$ cat src/sv/mtds_pkg.sv
`timescale 1ns / 1ps
// ----------------------------------------------------------------------------
// mtds_pkg
// Shared types, constants and calendar helpers for the daily spreader.
// ----------------------------------------------------------------------------
package mtds_pkg;

    localparam int MONTHS      = 12;
    localparam int TOTAL_W     = 32;
    localparam int YEAR_W      = 14;
    localparam int MONTH_W     = 4;
    localparam int DAY_W       = 5;
    localparam int REQ_W       = 2;
    localparam int DIV_STEPS   = TOTAL_W;
    localparam int QUEUE_DEPTH = 2;

    localparam logic [YEAR_W-1:0]  MAX_YEAR   = YEAR_W'(9999);
    localparam logic [YEAR_W-1:0]  RESET_YEAR = YEAR_W'(2000);
    localparam logic [MONTH_W-1:0] LAST_MONTH = MONTH_W'(MONTHS);

    // floor(y / 100) == (y * 5243) >> 19 for every 14-bit year
    localparam int HUND_RECIP = 5243;
    localparam int HUND_SHIFT = 19;
    localparam int HUND_PROD_W = YEAR_W + 13;
    localparam int HUND_W = HUND_PROD_W - HUND_SHIFT;

    localparam logic [REQ_W-1:0] REQ_LOAD = 2'd0;
    localparam logic [REQ_W-1:0] REQ_SET  = 2'd1;
    localparam logic [REQ_W-1:0] REQ_STEP = 2'd2;

    typedef enum logic [1:0] {
        OP_LOAD,
        OP_SET,
        OP_STEP
    } op_t;

    typedef struct packed {
        op_t                        op;
        logic [MONTH_W-1:0]         month_index;
        logic signed [TOTAL_W-1:0]  month_total;
        logic [YEAR_W-1:0]          set_year;
        logic [MONTH_W-1:0]         set_month;
        logic [DAY_W-1:0]           set_day;
    } item_t;

    typedef enum logic [2:0] {
        B_IDLE,
        B_LEAP,
        B_CHECK,
        B_DIV,
        B_OUT
    } back_state_t;

    function automatic logic [DAY_W-1:0] month_len(input logic [MONTH_W-1:0] m,
                                                   input logic leap);
        logic [DAY_W-1:0] len;
        begin
            unique case (m) inside
                4'd4, 4'd6, 4'd9, 4'd11: len = DAY_W'(30);
                4'd2:                    len = leap ? DAY_W'(29) : DAY_W'(28);
                default:                 len = DAY_W'(31);
            endcase
            return len;
        end
    endfunction

endpackage

$ cat src/sv/mtds_front.sv
`timescale 1ns / 1ps
// ----------------------------------------------------------------------------
// mtds_front
// Accepts request transfers, drops unused codes and bad load months, and
// queues the rest in order for the back end.
// ----------------------------------------------------------------------------
module mtds_front (
    input  logic                                 aclk,
    input  logic                                 aresetn,
    input  logic                                 s_valid,
    output logic                                 s_ready,
    input  logic [mtds_pkg::REQ_W-1:0]           s_req_type,
    input  logic [mtds_pkg::MONTH_W-1:0]         s_month_index,
    input  logic signed [mtds_pkg::TOTAL_W-1:0]  s_month_total,
    input  logic [mtds_pkg::YEAR_W-1:0]          s_set_year,
    input  logic [mtds_pkg::MONTH_W-1:0]         s_set_month,
    input  logic [mtds_pkg::DAY_W-1:0]           s_set_day,
    output logic                                 q_valid,
    input  logic                                 q_ready,
    output mtds_pkg::item_t                      q_item
);

    mtds_pkg::item_t entry_mem [mtds_pkg::QUEUE_DEPTH];
    logic            wr_ptr_reg;
    logic            rd_ptr_reg;
    logic [1:0]      count_reg;
    logic [1:0]      count_next;
    logic            keep;
    logic            push;
    logic            pop;
    mtds_pkg::item_t in_item;

    always_comb begin
        in_item.month_index = s_month_index;
        in_item.month_total = s_month_total;
        in_item.set_year    = s_set_year;
        in_item.set_month   = s_set_month;
        in_item.set_day     = s_set_day;
        in_item.op          = mtds_pkg::OP_LOAD;
        keep                = 1'b0;
        unique case (s_req_type)
            mtds_pkg::REQ_LOAD: begin
                in_item.op = mtds_pkg::OP_LOAD;
                keep = (s_month_index != '0) && (s_month_index <= mtds_pkg::LAST_MONTH);
            end
            mtds_pkg::REQ_SET: begin
                in_item.op = mtds_pkg::OP_SET;
                keep = 1'b1;
            end
            mtds_pkg::REQ_STEP: begin
                in_item.op = mtds_pkg::OP_STEP;
                keep = 1'b1;
            end
            default: begin
                keep = 1'b0;
            end
        endcase
    end

    assign s_ready = (count_reg != 2'(mtds_pkg::QUEUE_DEPTH));
    assign push    = s_valid && s_ready && keep;
    assign q_valid = (count_reg != '0);
    assign pop     = q_valid && q_ready;
    assign q_item  = entry_mem[rd_ptr_reg];

    always_comb begin
        count_next = count_reg;
        if (push && !pop) begin
            count_next = count_reg + 2'd1;
        end else if (pop && !push) begin
            count_next = count_reg - 2'd1;
        end
    end

    always_ff @(posedge aclk) begin
        if (push) begin
            entry_mem[wr_ptr_reg] <= in_item;
        end
    end

    always_ff @(posedge aclk) begin
        if (!aresetn) begin
            wr_ptr_reg <= 1'b0;
            rd_ptr_reg <= 1'b0;
            count_reg  <= '0;
        end else begin
            count_reg <= count_next;
            if (push) begin
                wr_ptr_reg <= ~wr_ptr_reg;
            end
            if (pop) begin
                rd_ptr_reg <= ~rd_ptr_reg;
            end
        end
    end

endmodule

$ cat src/sv/mtds_div.sv
`timescale 1ns / 1ps
// ----------------------------------------------------------------------------
// mtds_div
// Bit-serial signed by unsigned divider, one quotient bit per cycle,
// quotient truncated toward zero.
// ----------------------------------------------------------------------------
module mtds_div (
    input  logic                                 aclk,
    input  logic                                 aresetn,
    input  logic                                 start,
    input  logic signed [mtds_pkg::TOTAL_W-1:0]  dividend,
    input  logic [mtds_pkg::DAY_W-1:0]           divisor,
    output logic                                 done,
    output logic signed [mtds_pkg::TOTAL_W-1:0]  quotient
);

    logic                          busy_reg;
    logic                          done_reg;
    logic [mtds_pkg::DAY_W-1:0]    cnt_reg;
    logic [mtds_pkg::DAY_W-1:0]    rem_reg;
    logic [mtds_pkg::DAY_W-1:0]    dsr_reg;
    logic [mtds_pkg::TOTAL_W-1:0]  quo_reg;
    logic                          neg_reg;
    logic [mtds_pkg::DAY_W:0]      trial;
    logic [mtds_pkg::DAY_W:0]      diff;
    logic                          ge;
    logic [mtds_pkg::TOTAL_W-1:0]  mag;

    assign mag   = dividend[mtds_pkg::TOTAL_W-1] ? (-dividend) : dividend;
    assign trial = {rem_reg, quo_reg[mtds_pkg::TOTAL_W-1]};
    assign ge    = (trial >= {1'b0, dsr_reg});
    assign diff  = trial - {1'b0, dsr_reg};

    assign done     = done_reg;
    assign quotient = neg_reg ? -$signed(quo_reg) : $signed(quo_reg);

    always_ff @(posedge aclk) begin
        if (start) begin
            rem_reg <= '0;
            quo_reg <= mag;
            dsr_reg <= divisor;
            neg_reg <= dividend[mtds_pkg::TOTAL_W-1];
        end else if (busy_reg) begin
            rem_reg <= ge ? diff[mtds_pkg::DAY_W-1:0] : trial[mtds_pkg::DAY_W-1:0];
            quo_reg <= {quo_reg[mtds_pkg::TOTAL_W-2:0], ge};
        end
    end

    always_ff @(posedge aclk) begin
        if (!aresetn) begin
            busy_reg <= 1'b0;
            done_reg <= 1'b0;
            cnt_reg  <= '0;
        end else begin
            done_reg <= 1'b0;
            if (start) begin
                busy_reg <= 1'b1;
                cnt_reg  <= '0;
            end else if (busy_reg) begin
                cnt_reg <= cnt_reg + 1'b1;
                if (cnt_reg == mtds_pkg::DAY_W'(mtds_pkg::DIV_STEPS - 1)) begin
                    busy_reg <= 1'b0;
                    done_reg <= 1'b1;
                end
            end
        end
    end

endmodule

$ cat src/sv/mtds_back.sv
`timescale 1ns / 1ps
// ----------------------------------------------------------------------------
// mtds_back
// Executes queued requests: table loads, date sets and day steps with
// calendar check, date advance and daily share division.
// ----------------------------------------------------------------------------
module mtds_back (
    input  logic                                 aclk,
    input  logic                                 aresetn,
    input  logic                                 q_valid,
    output logic                                 q_ready,
    input  mtds_pkg::item_t                      q_item,
    output logic                                 m_valid,
    input  logic                                 m_ready,
    output logic signed [mtds_pkg::TOTAL_W-1:0]  m_daily_value,
    output logic [mtds_pkg::YEAR_W-1:0]          m_out_year,
    output logic [mtds_pkg::MONTH_W-1:0]         m_out_month,
    output logic [mtds_pkg::DAY_W-1:0]           m_out_day,
    output logic                                 m_date_error
);

    mtds_pkg::back_state_t state_reg;
    mtds_pkg::back_state_t state_next;

    logic signed [mtds_pkg::TOTAL_W-1:0] table_mem [mtds_pkg::MONTHS];
    logic signed [mtds_pkg::TOTAL_W-1:0] total_reg;
    logic [mtds_pkg::YEAR_W-1:0]         cur_year_reg;
    logic [mtds_pkg::MONTH_W-1:0]        cur_month_reg;
    logic [mtds_pkg::DAY_W-1:0]          cur_day_reg;
    logic [mtds_pkg::HUND_W-1:0]         hund_reg;
    logic signed [mtds_pkg::TOTAL_W-1:0] daily_reg;
    logic [mtds_pkg::YEAR_W-1:0]         out_year_reg;
    logic [mtds_pkg::MONTH_W-1:0]        out_month_reg;
    logic [mtds_pkg::DAY_W-1:0]          out_day_reg;
    logic                                err_reg;

    logic [mtds_pkg::HUND_PROD_W-1:0]    hund_prod;
    logic [mtds_pkg::YEAR_W:0]           rem100;
    logic                                leap;
    logic [mtds_pkg::DAY_W-1:0]          days;
    logic                                month_ok;
    logic                                date_ok;
    logic                                ovf;
    logic [mtds_pkg::YEAR_W-1:0]         ny;
    logic [mtds_pkg::MONTH_W-1:0]        nm;
    logic [mtds_pkg::DAY_W-1:0]          nd;
    logic                                div_start;
    logic                                div_done;
    logic signed [mtds_pkg::TOTAL_W-1:0] div_q;

    assign hund_prod = mtds_pkg::HUND_PROD_W'(cur_year_reg)
                     * mtds_pkg::HUND_PROD_W'(mtds_pkg::HUND_RECIP);
    assign rem100    = {1'b0, cur_year_reg}
                     - (mtds_pkg::YEAR_W+1)'(hund_reg) * (mtds_pkg::YEAR_W+1)'(100);
    assign leap      = (cur_year_reg[1:0] == 2'b00)
                     && ((rem100 != '0) || (hund_reg[1:0] == 2'b00));
    assign days      = mtds_pkg::month_len(cur_month_reg, leap);
    assign month_ok  = (cur_month_reg != '0) && (cur_month_reg <= mtds_pkg::LAST_MONTH);

    always_comb begin
        ny  = cur_year_reg;
        nm  = cur_month_reg;
        nd  = cur_day_reg + 1'b1;
        ovf = 1'b0;
        if (cur_day_reg == days) begin
            nd = mtds_pkg::DAY_W'(1);
            if (cur_month_reg == mtds_pkg::LAST_MONTH) begin
                nm  = mtds_pkg::MONTH_W'(1);
                ny  = cur_year_reg + 1'b1;
                ovf = (cur_year_reg == mtds_pkg::MAX_YEAR);
            end else begin
                nm = cur_month_reg + 1'b1;
            end
        end
        date_ok = (cur_year_reg != '0) && (cur_year_reg <= mtds_pkg::MAX_YEAR)
               && month_ok && (cur_day_reg != '0) && (cur_day_reg <= days) && !ovf;
    end

    always_comb begin
        state_next = state_reg;
        unique case (state_reg)
            mtds_pkg::B_IDLE: begin
                if (q_valid && (q_item.op == mtds_pkg::OP_STEP)) begin
                    state_next = mtds_pkg::B_LEAP;
                end
            end
            mtds_pkg::B_LEAP:  state_next = mtds_pkg::B_CHECK;
            mtds_pkg::B_CHECK: state_next = date_ok ? mtds_pkg::B_DIV : mtds_pkg::B_OUT;
            mtds_pkg::B_DIV: begin
                if (div_done) begin
                    state_next = mtds_pkg::B_OUT;
                end
            end
            mtds_pkg::B_OUT: begin
                if (m_ready) begin
                    state_next = mtds_pkg::B_IDLE;
                end
            end
            default: state_next = mtds_pkg::B_IDLE;
        endcase
    end

    always_comb begin
        q_ready   = (state_reg == mtds_pkg::B_IDLE);
        m_valid   = (state_reg == mtds_pkg::B_OUT);
        div_start = (state_reg == mtds_pkg::B_CHECK) && date_ok;
    end

    assign m_daily_value = daily_reg;
    assign m_out_year    = out_year_reg;
    assign m_out_month   = out_month_reg;
    assign m_out_day     = out_day_reg;
    assign m_date_error  = err_reg;

    // month table: written on load, read at most once per step
    always_ff @(posedge aclk) begin
        if (q_valid && q_ready && (q_item.op == mtds_pkg::OP_LOAD)) begin
            table_mem[mtds_pkg::MONTH_W'(q_item.month_index - 1'b1)] <= q_item.month_total;
        end
        if ((state_reg == mtds_pkg::B_LEAP) && month_ok) begin
            total_reg <= table_mem[mtds_pkg::MONTH_W'(cur_month_reg - 1'b1)];
        end
    end

    always_ff @(posedge aclk) begin
        if (state_reg == mtds_pkg::B_LEAP) begin
            hund_reg <= hund_prod[mtds_pkg::HUND_PROD_W-1:mtds_pkg::HUND_SHIFT];
        end
        if (state_reg == mtds_pkg::B_CHECK) begin
            out_year_reg  <= cur_year_reg;
            out_month_reg <= cur_month_reg;
            out_day_reg   <= cur_day_reg;
            err_reg       <= !date_ok;
            daily_reg     <= '0;
        end
        if ((state_reg == mtds_pkg::B_DIV) && div_done) begin
            daily_reg <= div_q;
        end
    end

    always_ff @(posedge aclk) begin
        if (!aresetn) begin
            state_reg     <= mtds_pkg::B_IDLE;
            cur_year_reg  <= mtds_pkg::RESET_YEAR;
            cur_month_reg <= mtds_pkg::MONTH_W'(1);
            cur_day_reg   <= mtds_pkg::DAY_W'(1);
        end else begin
            state_reg <= state_next;
            if (q_valid && q_ready && (q_item.op == mtds_pkg::OP_SET)) begin
                cur_year_reg  <= q_item.set_year;
                cur_month_reg <= q_item.set_month;
                cur_day_reg   <= q_item.set_day;
            end
            if (div_start) begin
                cur_year_reg  <= ny;
                cur_month_reg <= nm;
                cur_day_reg   <= nd;
            end
        end
    end

    mtds_div u_div (
        .aclk     (aclk),
        .aresetn  (aresetn),
        .start    (div_start),
        .dividend (total_reg),
        .divisor  (days),
        .done     (div_done),
        .quotient (div_q)
    );

endmodule

$ cat src/sv/monthly_total_daily_spreader_unit.sv
`timescale 1ns / 1ps
// ----------------------------------------------------------------------------
// monthly_total_daily_spreader_unit
// Month total table and Gregorian date; each step emits the daily share.
// Sequence: a step leaves the queue, then passes the leap check, date check,
//   serial divide (skipped for a bad date) and output.
// The back end takes no request while a step is in progress; loads and
//   sets apply as they leave the queue; a 2-entry queue decouples the input.
// Reset: date returns to 2000-01-01, queue and output empty; the month
//   table is not cleared.
// ----------------------------------------------------------------------------
module monthly_total_daily_spreader_unit (
    input  logic                                 aclk,
    input  logic                                 aresetn,
    input  logic                                 s_valid,
    output logic                                 s_ready,
    input  logic [mtds_pkg::REQ_W-1:0]           s_req_type,
    input  logic [mtds_pkg::MONTH_W-1:0]         s_month_index,
    input  logic signed [mtds_pkg::TOTAL_W-1:0]  s_month_total,
    input  logic [mtds_pkg::YEAR_W-1:0]          s_set_year,
    input  logic [mtds_pkg::MONTH_W-1:0]         s_set_month,
    input  logic [mtds_pkg::DAY_W-1:0]           s_set_day,
    output logic                                 m_valid,
    input  logic                                 m_ready,
    output logic signed [mtds_pkg::TOTAL_W-1:0]  m_daily_value,
    output logic [mtds_pkg::YEAR_W-1:0]          m_out_year,
    output logic [mtds_pkg::MONTH_W-1:0]         m_out_month,
    output logic [mtds_pkg::DAY_W-1:0]           m_out_day,
    output logic                                 m_date_error
);

    logic            q_valid;
    logic            q_ready;
    mtds_pkg::item_t q_item;

    mtds_front u_front (
        .aclk          (aclk),
        .aresetn       (aresetn),
        .s_valid       (s_valid),
        .s_ready       (s_ready),
        .s_req_type    (s_req_type),
        .s_month_index (s_month_index),
        .s_month_total (s_month_total),
        .s_set_year    (s_set_year),
        .s_set_month   (s_set_month),
        .s_set_day     (s_set_day),
        .q_valid       (q_valid),
        .q_ready       (q_ready),
        .q_item        (q_item)
    );

    mtds_back u_back (
        .aclk          (aclk),
        .aresetn       (aresetn),
        .q_valid       (q_valid),
        .q_ready       (q_ready),
        .q_item        (q_item),
        .m_valid       (m_valid),
        .m_ready       (m_ready),
        .m_daily_value (m_daily_value),
        .m_out_year    (m_out_year),
        .m_out_month   (m_out_month),
        .m_out_day     (m_out_day),
        .m_date_error  (m_date_error)
    );

endmodule

$ cat config.mk
export PLATFORM = sky130hd
export DESIGN_NAME = monthly_total_daily_spreader_unit
export DESIGN_NICKNAME = d
export VERILOG_FILES = /design/src/sv/mtds_pkg.sv /design/src/sv/mtds_front.sv /design/src/sv/mtds_div.sv /design/src/sv/mtds_back.sv /design/src/sv/monthly_total_daily_spreader_unit.sv
export SDC_FILE = /design/constraint.sdc
export NUM_CORES = 1
export LEC_CHECK = 0
export BUFFER_PORTS_ARGS = -buffer_cell sky130_fd_sc_hd__buf_2
export CAP_MARGIN = 25
export CORE_MARGIN = 10
export CORE_UTILIZATION = 56
export DETAILED_ROUTE_END_ITERATION = 16
export PLACE_DENSITY = 0.73
export SLEW_MARGIN = 20
export SYNTH_ARGS = -nofsm -noshare
export SYNTH_HDL_FRONTEND = slang
export SYNTH_HIERARCHICAL = 1
export SYNTH_SLANG_ARGS = --single-unit
$ cat constraint.sdc
create_clock -name aclk -period 21 [get_ports aclk]
set_clock_uncertainty 0.2 [all_clocks]
set_input_delay 1.05 -clock aclk [delete_from_list [all_inputs] [get_ports aclk]]
set_output_delay 1.05 -clock aclk [all_outputs]
set_load 0.1 [all_outputs]
==> flow_summary.toml, run 1 <==
[global_route]
grt_usage_pct = 19.96
grt_max_degree = 128
grt.overflow.total = 0
antenna_found_initial = 3
grt_pass1_wl_mm = 105.8
grt_pass1_vias = 18790

[worst_setup_path]
critPathCapture = "u_back/u_div/quo_reg[30]"
required_ns = 21.15
r2r_cells = 24
crit_fanout = 127
endpoint_kind = "register"
cp-startpoint = "u_back/hund_reg[3]"
reg2reg_to = "u_back/u_div/quo_reg[30]"
worst-setup-path-type = "reg -> reg"
r2r_setup_slack_ns = 13.23
r2r-start = "u_back/hund_reg[3]"
start_kind = "register"
cp.arrival_ns = 7.92

[yosys]
syn_avg_cell_area_um2 = 15.19
synth_area_leaders = "edfxtp_1 59%, ha_1 7.0%, mux4_2 6.6%, fa_1 4.1%, dfxtp_1 2.6%"
synth-seq-cells = 683
yosys.area.top_type = "edfxtp_1"
syn_inst = 2150
yosys.area.top_type_share_pct = 58.85
synth_flop_cell = "edfxtp_1"
synth.cell_area_um2 = 32660
ys_warn_count = 6
yosysSeqAreaShare_pct = 61.48
synth_edf_count = 640
synth_cell_types = 82
async_flop_share_pct = 0

[timing]
rsz0062_at_grt = "false"
setup_slack_ns = 13.23
fmax_mhz = 128.7
setup_tns_ns = 0
setup_violations = 0
slew_headroom_pct = 29.81
period_share_pct = 36.99
worst_pin_slew_ns = 1.053
fin_crit_ns = 7.768
drv_slew = 0
hold_violations = 0

[power]
leakagePower_nw = 13.23
ir_drop_mv = 0.1620
power_density_nw_per_um2 = 142.5

[placed_design]
place_congestion = 0.8613
io_buffer_count = 122
dp_worst_setup_slack_ns = 13.42
post_dp_cell_area_um2 = 34120
post-dp-hpwl_mm = 42.99

[finish]
drive_gt1_share_pct = 19.21
antenna_cells = 0
largestRegisters = "u_back/table_mem x384, u_front/entry_mem x122"
finalNetCount = 2599
top_register = "u_back/table_mem"
largest_register_ffs = 384
fin_area_um2 = 36450
area_growth_syn_to_layout_pct = 11.62
fillCellCount = 4116

[route]
postRouteAntennaNets = 0
drc = 0
routed_wl_mm = 67.65
vias = 18420
wl_per_cell_um = 21.77
drt-vias-per-instance = 5.928
drtIter0Drc = 1656
dr.pass1.iters = 7

[die]
ios = 123
die_h_um = 261.5
initial_core_util_pct = 56.60
die_w_um = 261.5
die_area_um2 = 68380
row_count = 88
fp.coreArea_um2 = 57700

[clock_tree]
numCtsBuffers = 71
clockRootBuffer = "clkbuf_16"
cts_setup_buffers = 0
cts.repair.resized = 0
clock_latency_ns = 0.62
cts.clk_slew.worst_paths_ns = 0.06
holdBufCountCts = 0
htreeDepth = 3
cts_tree = "built"
cts_buffer_depth = 3
cts.sinks = 683

[worst_hold_path]
min_path_type = "reg -> reg"

[run]
drv_cap = 0

[status]
status = "finished, final reports clean"
[worst max-delay path: stages, from the launching register on]
cell,delay (ns)
edfxtp_1,0.44
ha_1,0.30
ha_1,0.31
fa_1,0.46
ha_1,0.34
a21oi_1,0.21
o21bai_1,0.09
a21oi_1,0.24
xnor2_1,0.16
ha_1,0.31
nand2b_1,0.14
o221ai_1,0.15
a2111oi_0,0.41
and3_1,0.21
a21oi_1,0.09
ha_1,0.35
nand2_1,0.08
o41ai_1,0.29
and2_1,0.19
or3_1,0.81
inv_8,0.47
inv_1,0.58
nor2_1,0.14
a221oi_1,0.31
nand3_1,0.11
[stage by stage]
step                instances  power (mW)  util [%]  hold WS [ns]
floorplan                2152       3.463         -        0.2310
global placement         2976       3.879     59.14        0.2626
detailed placement       2976       3.954     59.14        0.2647
CTS                      3106       5.221     63.16        0.2786
global route             3107       5.547     63.18        0.3026
finish                   3107       5.193     63.18        0.2828
[per-layer routing]
layer	vias up	routed length (um)	share of wire (%)	track usage, %
li1	8450	-	-	-
met3	96	4027	6.0	3.292
met2	613	33410	49	33.30
met5	-	0	0	0
met4	0	1299	1.9	5.860
met1	9258	28920	43	26.76
[Yosys cell counts, types with 6 or more instances]
| cell type | n |
|---|---|
| a21oi_1 | 91 |
| or2_2 | 9 |
| o21ai_0 | 42 |
| o41ai_1 | 19 |
| nand3b_1 | 6 |
| o211ai_1 | 6 |
| mux2_2 | 62 |
| nand4_1 | 10 |
| dfxtp_1 | 43 |
| edfxtp_1 | 640 |
| buf_1 | 11 |
| mux4_2 | 96 |
| and2_1 | 35 |
| nand2b_1 | 11 |
| fa_1 | 67 |
| nor3_1 | 27 |
| mux2i_1 | 43 |
| nand2_1 | 67 |
| or4_1 | 16 |
| o31ai_1 | 19 |
| and3_1 | 15 |
| a31oi_1 | 17 |
| or3_1 | 17 |
| xor2_1 | 27 |
| nor2b_1 | 21 |
| ha_1 | 182 |
| clkbuf_1 | 46 |
| xnor2_1 | 46 |
| nor4_1 | 12 |
| inv_1 | 160 |
| nand3_1 | 37 |
| nor2_1 | 122 |
| o21a_1 | 9 |
| buf_2 | 17 |
[final cells by class]
type	count	area, um^2	area share, %
tap	765	957.2	2.626
clock inverter	40	421.7	1.157
sequential	683	20080	55.10
multi-input combinational	1223	11700	32.09
timing repair buffer	143	772.0	2.118
clock buffer	90	1901	5.214
inverter	163	619.3	1.699
[power by group]
group	internal, mW	leakage, nW	switching, mW
logic	0.833	5.92	1.25
registers	1.74	6.18	0.128
clock network	0.734	1.13	0.508
total	3.31	13.2	1.88
[logic make-up after synthesis]
kind of cell	count (synthesis)	share of synthesized area, %
flops	683	61.48
simple gates	426	6.747
compound gates	271	5.529
fa+ha+maj	249	11.08
buf+inv	246	3.115
mux	201	10.08
xor+xnor	73	1.958
other cells	1	0.01148
[cell usage in the layout (no fill, tap or decap), types with 26 or more instances in the layout]
cell type,count
clkbuf_16,73
nor2_1,112
dfxtp_1,41
ha_1,181
inv_1,158
mux2i_1,43
mux2_2,62
edfxtp_1,640
buf_2,122
fa_1,67
xor2_1,26
and2_1,34
nand2_1,67
a21oi_1,91
o21ai_0,42
nand3_1,37
mux4_2,96
xnor2_1,45
[how the worst min path moves through the flow]
stage | startpoint | endpoint | cells past startpoint
2_1_floorplan | u_back/cur_month_reg[3] | u_back/m_out_month[3] | 0
3_3_place_gp | u_front/wr_ptr_reg | u_front/wr_ptr_reg | 2
3_5_place_dp | u_back/u_div/rem_reg[4] | u_back/u_div/rem_reg[4] | 1
4_1_cts | u_back/u_div/rem_reg[4] | u_back/u_div/rem_reg[4] | 1
5_1_grt | u_back/u_div/rem_reg[4] | u_back/u_div/rem_reg[4] | 1
6_report | u_back/u_div/rem_reg[4] | u_back/u_div/rem_reg[4] | 1
Power figures use the tool's default switching activity.
==> run 2: changes to the inputs <==
Clock period 21 ns to 7.78 ns, I/O delays scaled along.
==> run 2 against run 1 <==
Net effect: final area is 2.1% higher; power grew to 2.7 times the previous value; critical path depth is 1 higher; core utilization is 1.3 points higher; setup slack worse by 12 ns; via count is 1.0% higher; flip-flop and latch count stayed put; die area stayed put; wire length is 0.92% higher; sequential share of layout area is 1.1 points lower; register-to-register slack worse by 12 ns; critical endpoint is now u_back/u_div/quo_reg[20]; largest cell class unchanged; largest power group unchanged.
==> flow_summary.toml, run 2 (synthesis results as in run 1) <==
[status]
status = "finished, final reports clean"

[timing]
drv_slew = 0
setup_slack_ns = 0.9481
period_share_pct = 87.81
rsz0062_at_grt = "false"
fin_crit_ns = 6.832
setup_violations = 0
hold_violations = 0
slew_headroom_pct = 31.15
fmax_mhz = 146.4
worst_pin_slew_ns = 1.033
setup_tns_ns = 0

[worst_setup_path]
cp_num_cells = 25
cp_top_family = "adder cells"
path_buf_inv = 3
crit_fanout = 75
critPathSlowestCell = "or4_1"
required_ns = 8.06
cp_slowest_stage_delay_ns = 0.57
cp_common_cell = "ha_1"
cp-startpoint = "u_back/hund_reg[3]"
start_kind = "register"
r2r-start = "u_back/hund_reg[3]"
worst-setup-path-type = "reg -> reg"
cp.arrival_ns = 7.12
endpoint_kind = "register"
r2r_cells = 25

[placed_design]
post_dp_cell_area_um2 = 34150
dp_worst_setup_slack_ns = 0.9844
place_congestion = 0.8601
io_buffer_count = 122
numPlacedInstances = 2980
post-dp-hpwl_mm = 42.83

[die]
die_w_um = 261.5
initial_core_util_pct = 56.60
ios = 123
fp.coreArea_um2 = 57700
row_count = 88
die_h_um = 261.5
die_area_um2 = 68380

[clock_tree]
numCtsBuffers = 71
cts_buffer_depth = 3
cts.sinks = 683
clock_latency_ns = 0.63
cts_setup_buffers = 0
cts.clk_slew.worst_paths_ns = 0.06
holdBufCountCts = 64
cts_tree = "built"
clockRootBuffer = "clkbuf_16"
htreeDepth = 3
cts.repair.resized = 0

[finish]
final_cells = 3174
final_cell_mix = "640 x edfxtp_1, 181 x ha_1, 159 x inv_1, 122 x buf_2, 112 x nor2_1"
seq_area_um2 = 20080
drive_gt1_share_pct = 19.05
final_common_cell = "edfxtp_1"
finalNetCount = 2666
area_growth_syn_to_layout_pct = 13.92
top_register = "u_back/table_mem"
multi_input_area_um2 = 11700
antenna_cells = 0
fillCellCount = 4086
fin_area_um2 = 37200
largestRegisters = "u_back/table_mem x384, u_front/entry_mem x122"
largest_register_ffs = 384

[power]
p_seq_share_pct = 35.8
leakagePower_nw = 13.55
ir_drop_mv = 0.3411
p_int_mw = 8.998
netSwitchingPower_mw = 5.148
switching_share_pct = 36.39
p_comb_share_pct = 39.8
clkPwrFrac_pct = 24.4
power_density_nw_per_um2 = 380.2
total_power_mw = 14.15

[route]
postRouteAntennaNets = 0
drc = 0
routed_wl_mm = 68.27
vias = 18610
drt-vias-per-instance = 5.863
dr.pass1.iters = 5
drtIter0Drc = 1649
wl_per_cell_um = 21.51

[global_route]
grt_pass1_wl_mm = 107.6
grt_usage_pct = 20.31
antenna_found_initial = 1
grt_pass1_vias = 19080
grt.overflow.total = 0
grt_max_degree = 76

[worst_hold_path]
min_path_type = "reg -> reg"
hp-start = "u_front/wr_ptr_reg"
holdPathStages = 2

[run]
drv_cap = 0
==> run 2: through the flow <==
stage	util, %	hold WS [ns]
after floorplan	-	0.2310
after global placement	59.19	0.2620
after detailed placement	59.19	0.2668
after CTS	64.48	0.2492
after global routing	64.48	0.2755
final	64.48	0.2764
==> run 2: worst min-delay path, stage by stage, from the launching register on <==
cell	delay, ns
dfxtp_1	0.32
o21ai_2	0.06
a21oi_2	0.05
==> run 2: power by group through the flow <==
stage          sequential, mW  clock [mW]  combinational [mW]
3_5_place_dp             5.13           0                5.56
4_1_cts                  5.06        3.52                5.64
5_1_grt                  5.11        3.67                6.29
2_1_floorplan            5.22           0                4.12
6_report                 5.06        3.45                5.63
3_3_place_gp             5.12           0                5.38
==> run 2: path summary, 6_finish.rpt <==
path / to / slack (ns)
worst max-delay path: u_back/u_div/quo_reg[20] / 0.95
worst min-delay path: u_front/wr_ptr_reg / 0.28
worst max register to register: u_back/u_div/quo_reg[20] / 0.95
worst min register to register: u_front/wr_ptr_reg / 0.28
==> run 2: per-layer routing <==
layer | share of wire (%) | GRT usage (%) | vias to the layer above
li1 | - | - | 8579
met1 | 42 | 27.01 | 9319
met2 | 50 | 34.32 | 624
met3 | 5.9 | 3.051 | 85
met4 | 1.7 | 6.036 | 2
met5 | 0.019 | 0 | -
==> run 2: final cells by class <==
cell class,instances,share of cell area (%)
Tap cell,765,2.573
Multi-Input combinational cell,1223,31.44
Inverter,163,1.665
Clock buffer,85,5.055
Clock inverter,45,1.436
Sequential cell,683,53.98
Timing Repair Buffer,210,3.847
==> run 3: changes to the inputs <==
Clock period 7.78 ns to 8.3 ns, I/O delays scaled along.
==> run 3 against run 2 <==
Net effect: critical path depth grew 2; largest cell class unchanged; hold slack lost 0.25 ns; power shrank 6.9%; core utilization shrank 0.20 points; fmax shrank 4.8%; register-to-register slack gained 0.17 ns; critical endpoint is now u_back/u_div/quo_reg[22]; flip-flop and latch count is the same.
==> flow_summary.toml, run 3 (synthesis results as in run 1) <==
[worst_hold_path]
min_path_type = "in -> reg"

[route]
vias = 18690
wl_per_cell_um = 21.40
drtIter0Drc = 1507
drt-vias-per-instance = 5.903
dr.pass1.iters = 5
drc = 0
routed_wl_mm = 67.75
postRouteAntennaNets = 0

[finish]
finalNetCount = 2664
top_register = "u_back/table_mem"
largest_register_ffs = 384
multi_input_area_um2 = 11700
fillCellCount = 4104
final_common_cell = "edfxtp_1"
drive_gt1_share_pct = 19.16
final_cell_mix = "640 x edfxtp_1, 181 x ha_1, 159 x inv_1, 122 x buf_2, 112 x nor2_1"
largestRegisters = "u_back/table_mem x384, u_front/entry_mem x122"
antenna_cells = 0
seq_area_um2 = 20080
area_growth_syn_to_layout_pct = 13.57

[timing]
period_share_pct = 86.47
setup_tns_ns = 0
fmax_mhz = 139.3
fin_crit_ns = 7.177
setup_violations = 0
worst_pin_slew_ns = 0.9669
drv_slew = 0
slew_headroom_pct = 34.95
rsz0062_at_grt = "false"
hold_violations = 0

[worst_setup_path]
r2r_setup_slack_ns = 1.12
start_kind = "register"
crit_fanout = 67
required_ns = 8.59
cp.arrival_ns = 7.47
worst-setup-path-type = "reg -> reg"
endpoint_kind = "register"

[clock_tree]
clockRootBuffer = "clkbuf_16"
clock_latency_ns = 0.62
cts.clk_slew.worst_paths_ns = 0.06
cts.sinks = 683
htreeDepth = 3
numCtsBuffers = 71
cts_buffer_depth = 3
cts_tree = "built"
cts.repair.resized = 0

[global_route]
grt_max_degree = 68
grt_pass1_wl_mm = 107.0
grt_pass1_vias = 19270
grt_usage_pct = 20.16
antenna_found_initial = 0
grt.overflow.total = 0

[power]
total_power_mw = 13.17
netSwitchingPower_mw = 4.823
ir_drop_mv = 0.4036
switching_share_pct = 36.62
p_int_mw = 8.349
power_density_nw_per_um2 = 355.1
clkPwrFrac_pct = 23.6
p_comb_share_pct = 40.4
leakagePower_nw = 13.49
p_seq_share_pct = 36.0

[die]
fp.coreArea_um2 = 57700
die_area_um2 = 68380
initial_core_util_pct = 56.60
die_h_um = 261.5
row_count = 88
ios = 123
die_w_um = 261.5

[placed_design]
place_congestion = 0.8644
io_buffer_count = 122
post-dp-hpwl_mm = 43.18

[run]
drv_cap = 0

[status]
status = "finished, final reports clean"
-- run 3: changes by cell type in the layout (fill, tap and decap cells not counted) --
cell and change:
clkinv_1 -8, clkbuf_1 +2, bufinv_16 -3, clkbuf_16 +1, clkinv_16 -2, dlygate4sd3_1 -3
clkinvlp_4 +3, clkinv_2 +1, buf_16 +1, buf_4 -1, buf_6 +1, clkinv_4 -1
clkinv_8 +2, inv_16 -1
-- run 3: timing repair --
item / CTS / global route
hold buffers: 61 / 0
endpoints found under the hold margin: 121 / 0
buffers inserted: 0 / 0
-- run 3: power groups by stage --
stage          clock network, mW  logic (mW)  registers [mW]
5_1_grt                     3.32        5.97            4.78
3_3_place_gp                   0        5.05            4.79
3_5_place_dp                   0        5.24            4.80
6_report                    3.11        5.32            4.74
2_1_floorplan                  0        3.87            4.90
4_1_cts                     3.17        5.33            4.73
-- run 3: final timing paths --
kind                              endpoint               startpoint  depth (start not counted)
setup / recovery  u_back/u_div/quo_reg[22]       u_back/hund_reg[2]                         27
hold / removal    u_front/entry_mem[0][59]            s_req_type[0]                          2
setup reg to reg  u_back/u_div/quo_reg[22]       u_back/hund_reg[2]                         27
hold reg to reg      u_back/m_out_month[0]  u_back/cur_month_reg[0]                          0
-- run 3: layout make-up --
cell class / count / share of cell area (%)
flip-flops and latches: 683 / 54.15
inverters: 163 / 1.670
clock inverters: 36 / 1.039
repair buffers: 208 / 3.863
clock buffers: 88 / 5.158
well taps: 765 / 2.581
multi-input cells: 1223 / 31.54
-- run 3: per-layer routing --
metal / vias to the layer above / track usage [%] / share of wire [%]
met1: 9408 / 26.13 / 41
met4: 0 / 6.694 / 2.3
li1: 8581 / - / -
met2: 582 / 34.01 / 50
met3: 118 / 3.648 / 6.3
met5: - / 0 / 0
-- run 3: metrics by stage --
step	util (%)	hold slack (ns)	setup slack (ns)	cells	area (um^2)
6_report	64.28	0.02593	1.123	3166	37090
5_1_grt	64.28	0.02923	0.6556	3166	37090
4_1_cts	64.23	0.009880	1.213	3165	37060
3_5_place_dp	59.19	0.2539	1.355	2980	34150
3_3_place_gp	59.19	0.2582	1.503	2980	34150
2_1_floorplan	-	0.2310	1.680	2152	32670
-- run 3: worst max-delay path, cell delays in order, from the launching register on --
cell and delay (ns):
edfxtp_1 0.43, ha_1 0.32, ha_1 0.31, fa_1 0.46
ha_1 0.34, nor2b_1 0.14, o21ai_0 0.23, nand2b_1 0.11
xnor2_1 0.14, ha_1 0.34, inv_1 0.10, nor2_1 0.11
o221ai_1 0.10, a2111oi_0 0.46, and3_1 0.23, a21oi_1 0.10
ha_1 0.35, nand2_1 0.08, o21ai_1 0.08, o41ai_1 0.09
and2_1 0.18, or3_1 0.33, buf_4 0.25, inv_8 0.34
buf_4 0.54, nand2_1 0.12, or4_1 0.42, nand3_1 0.09
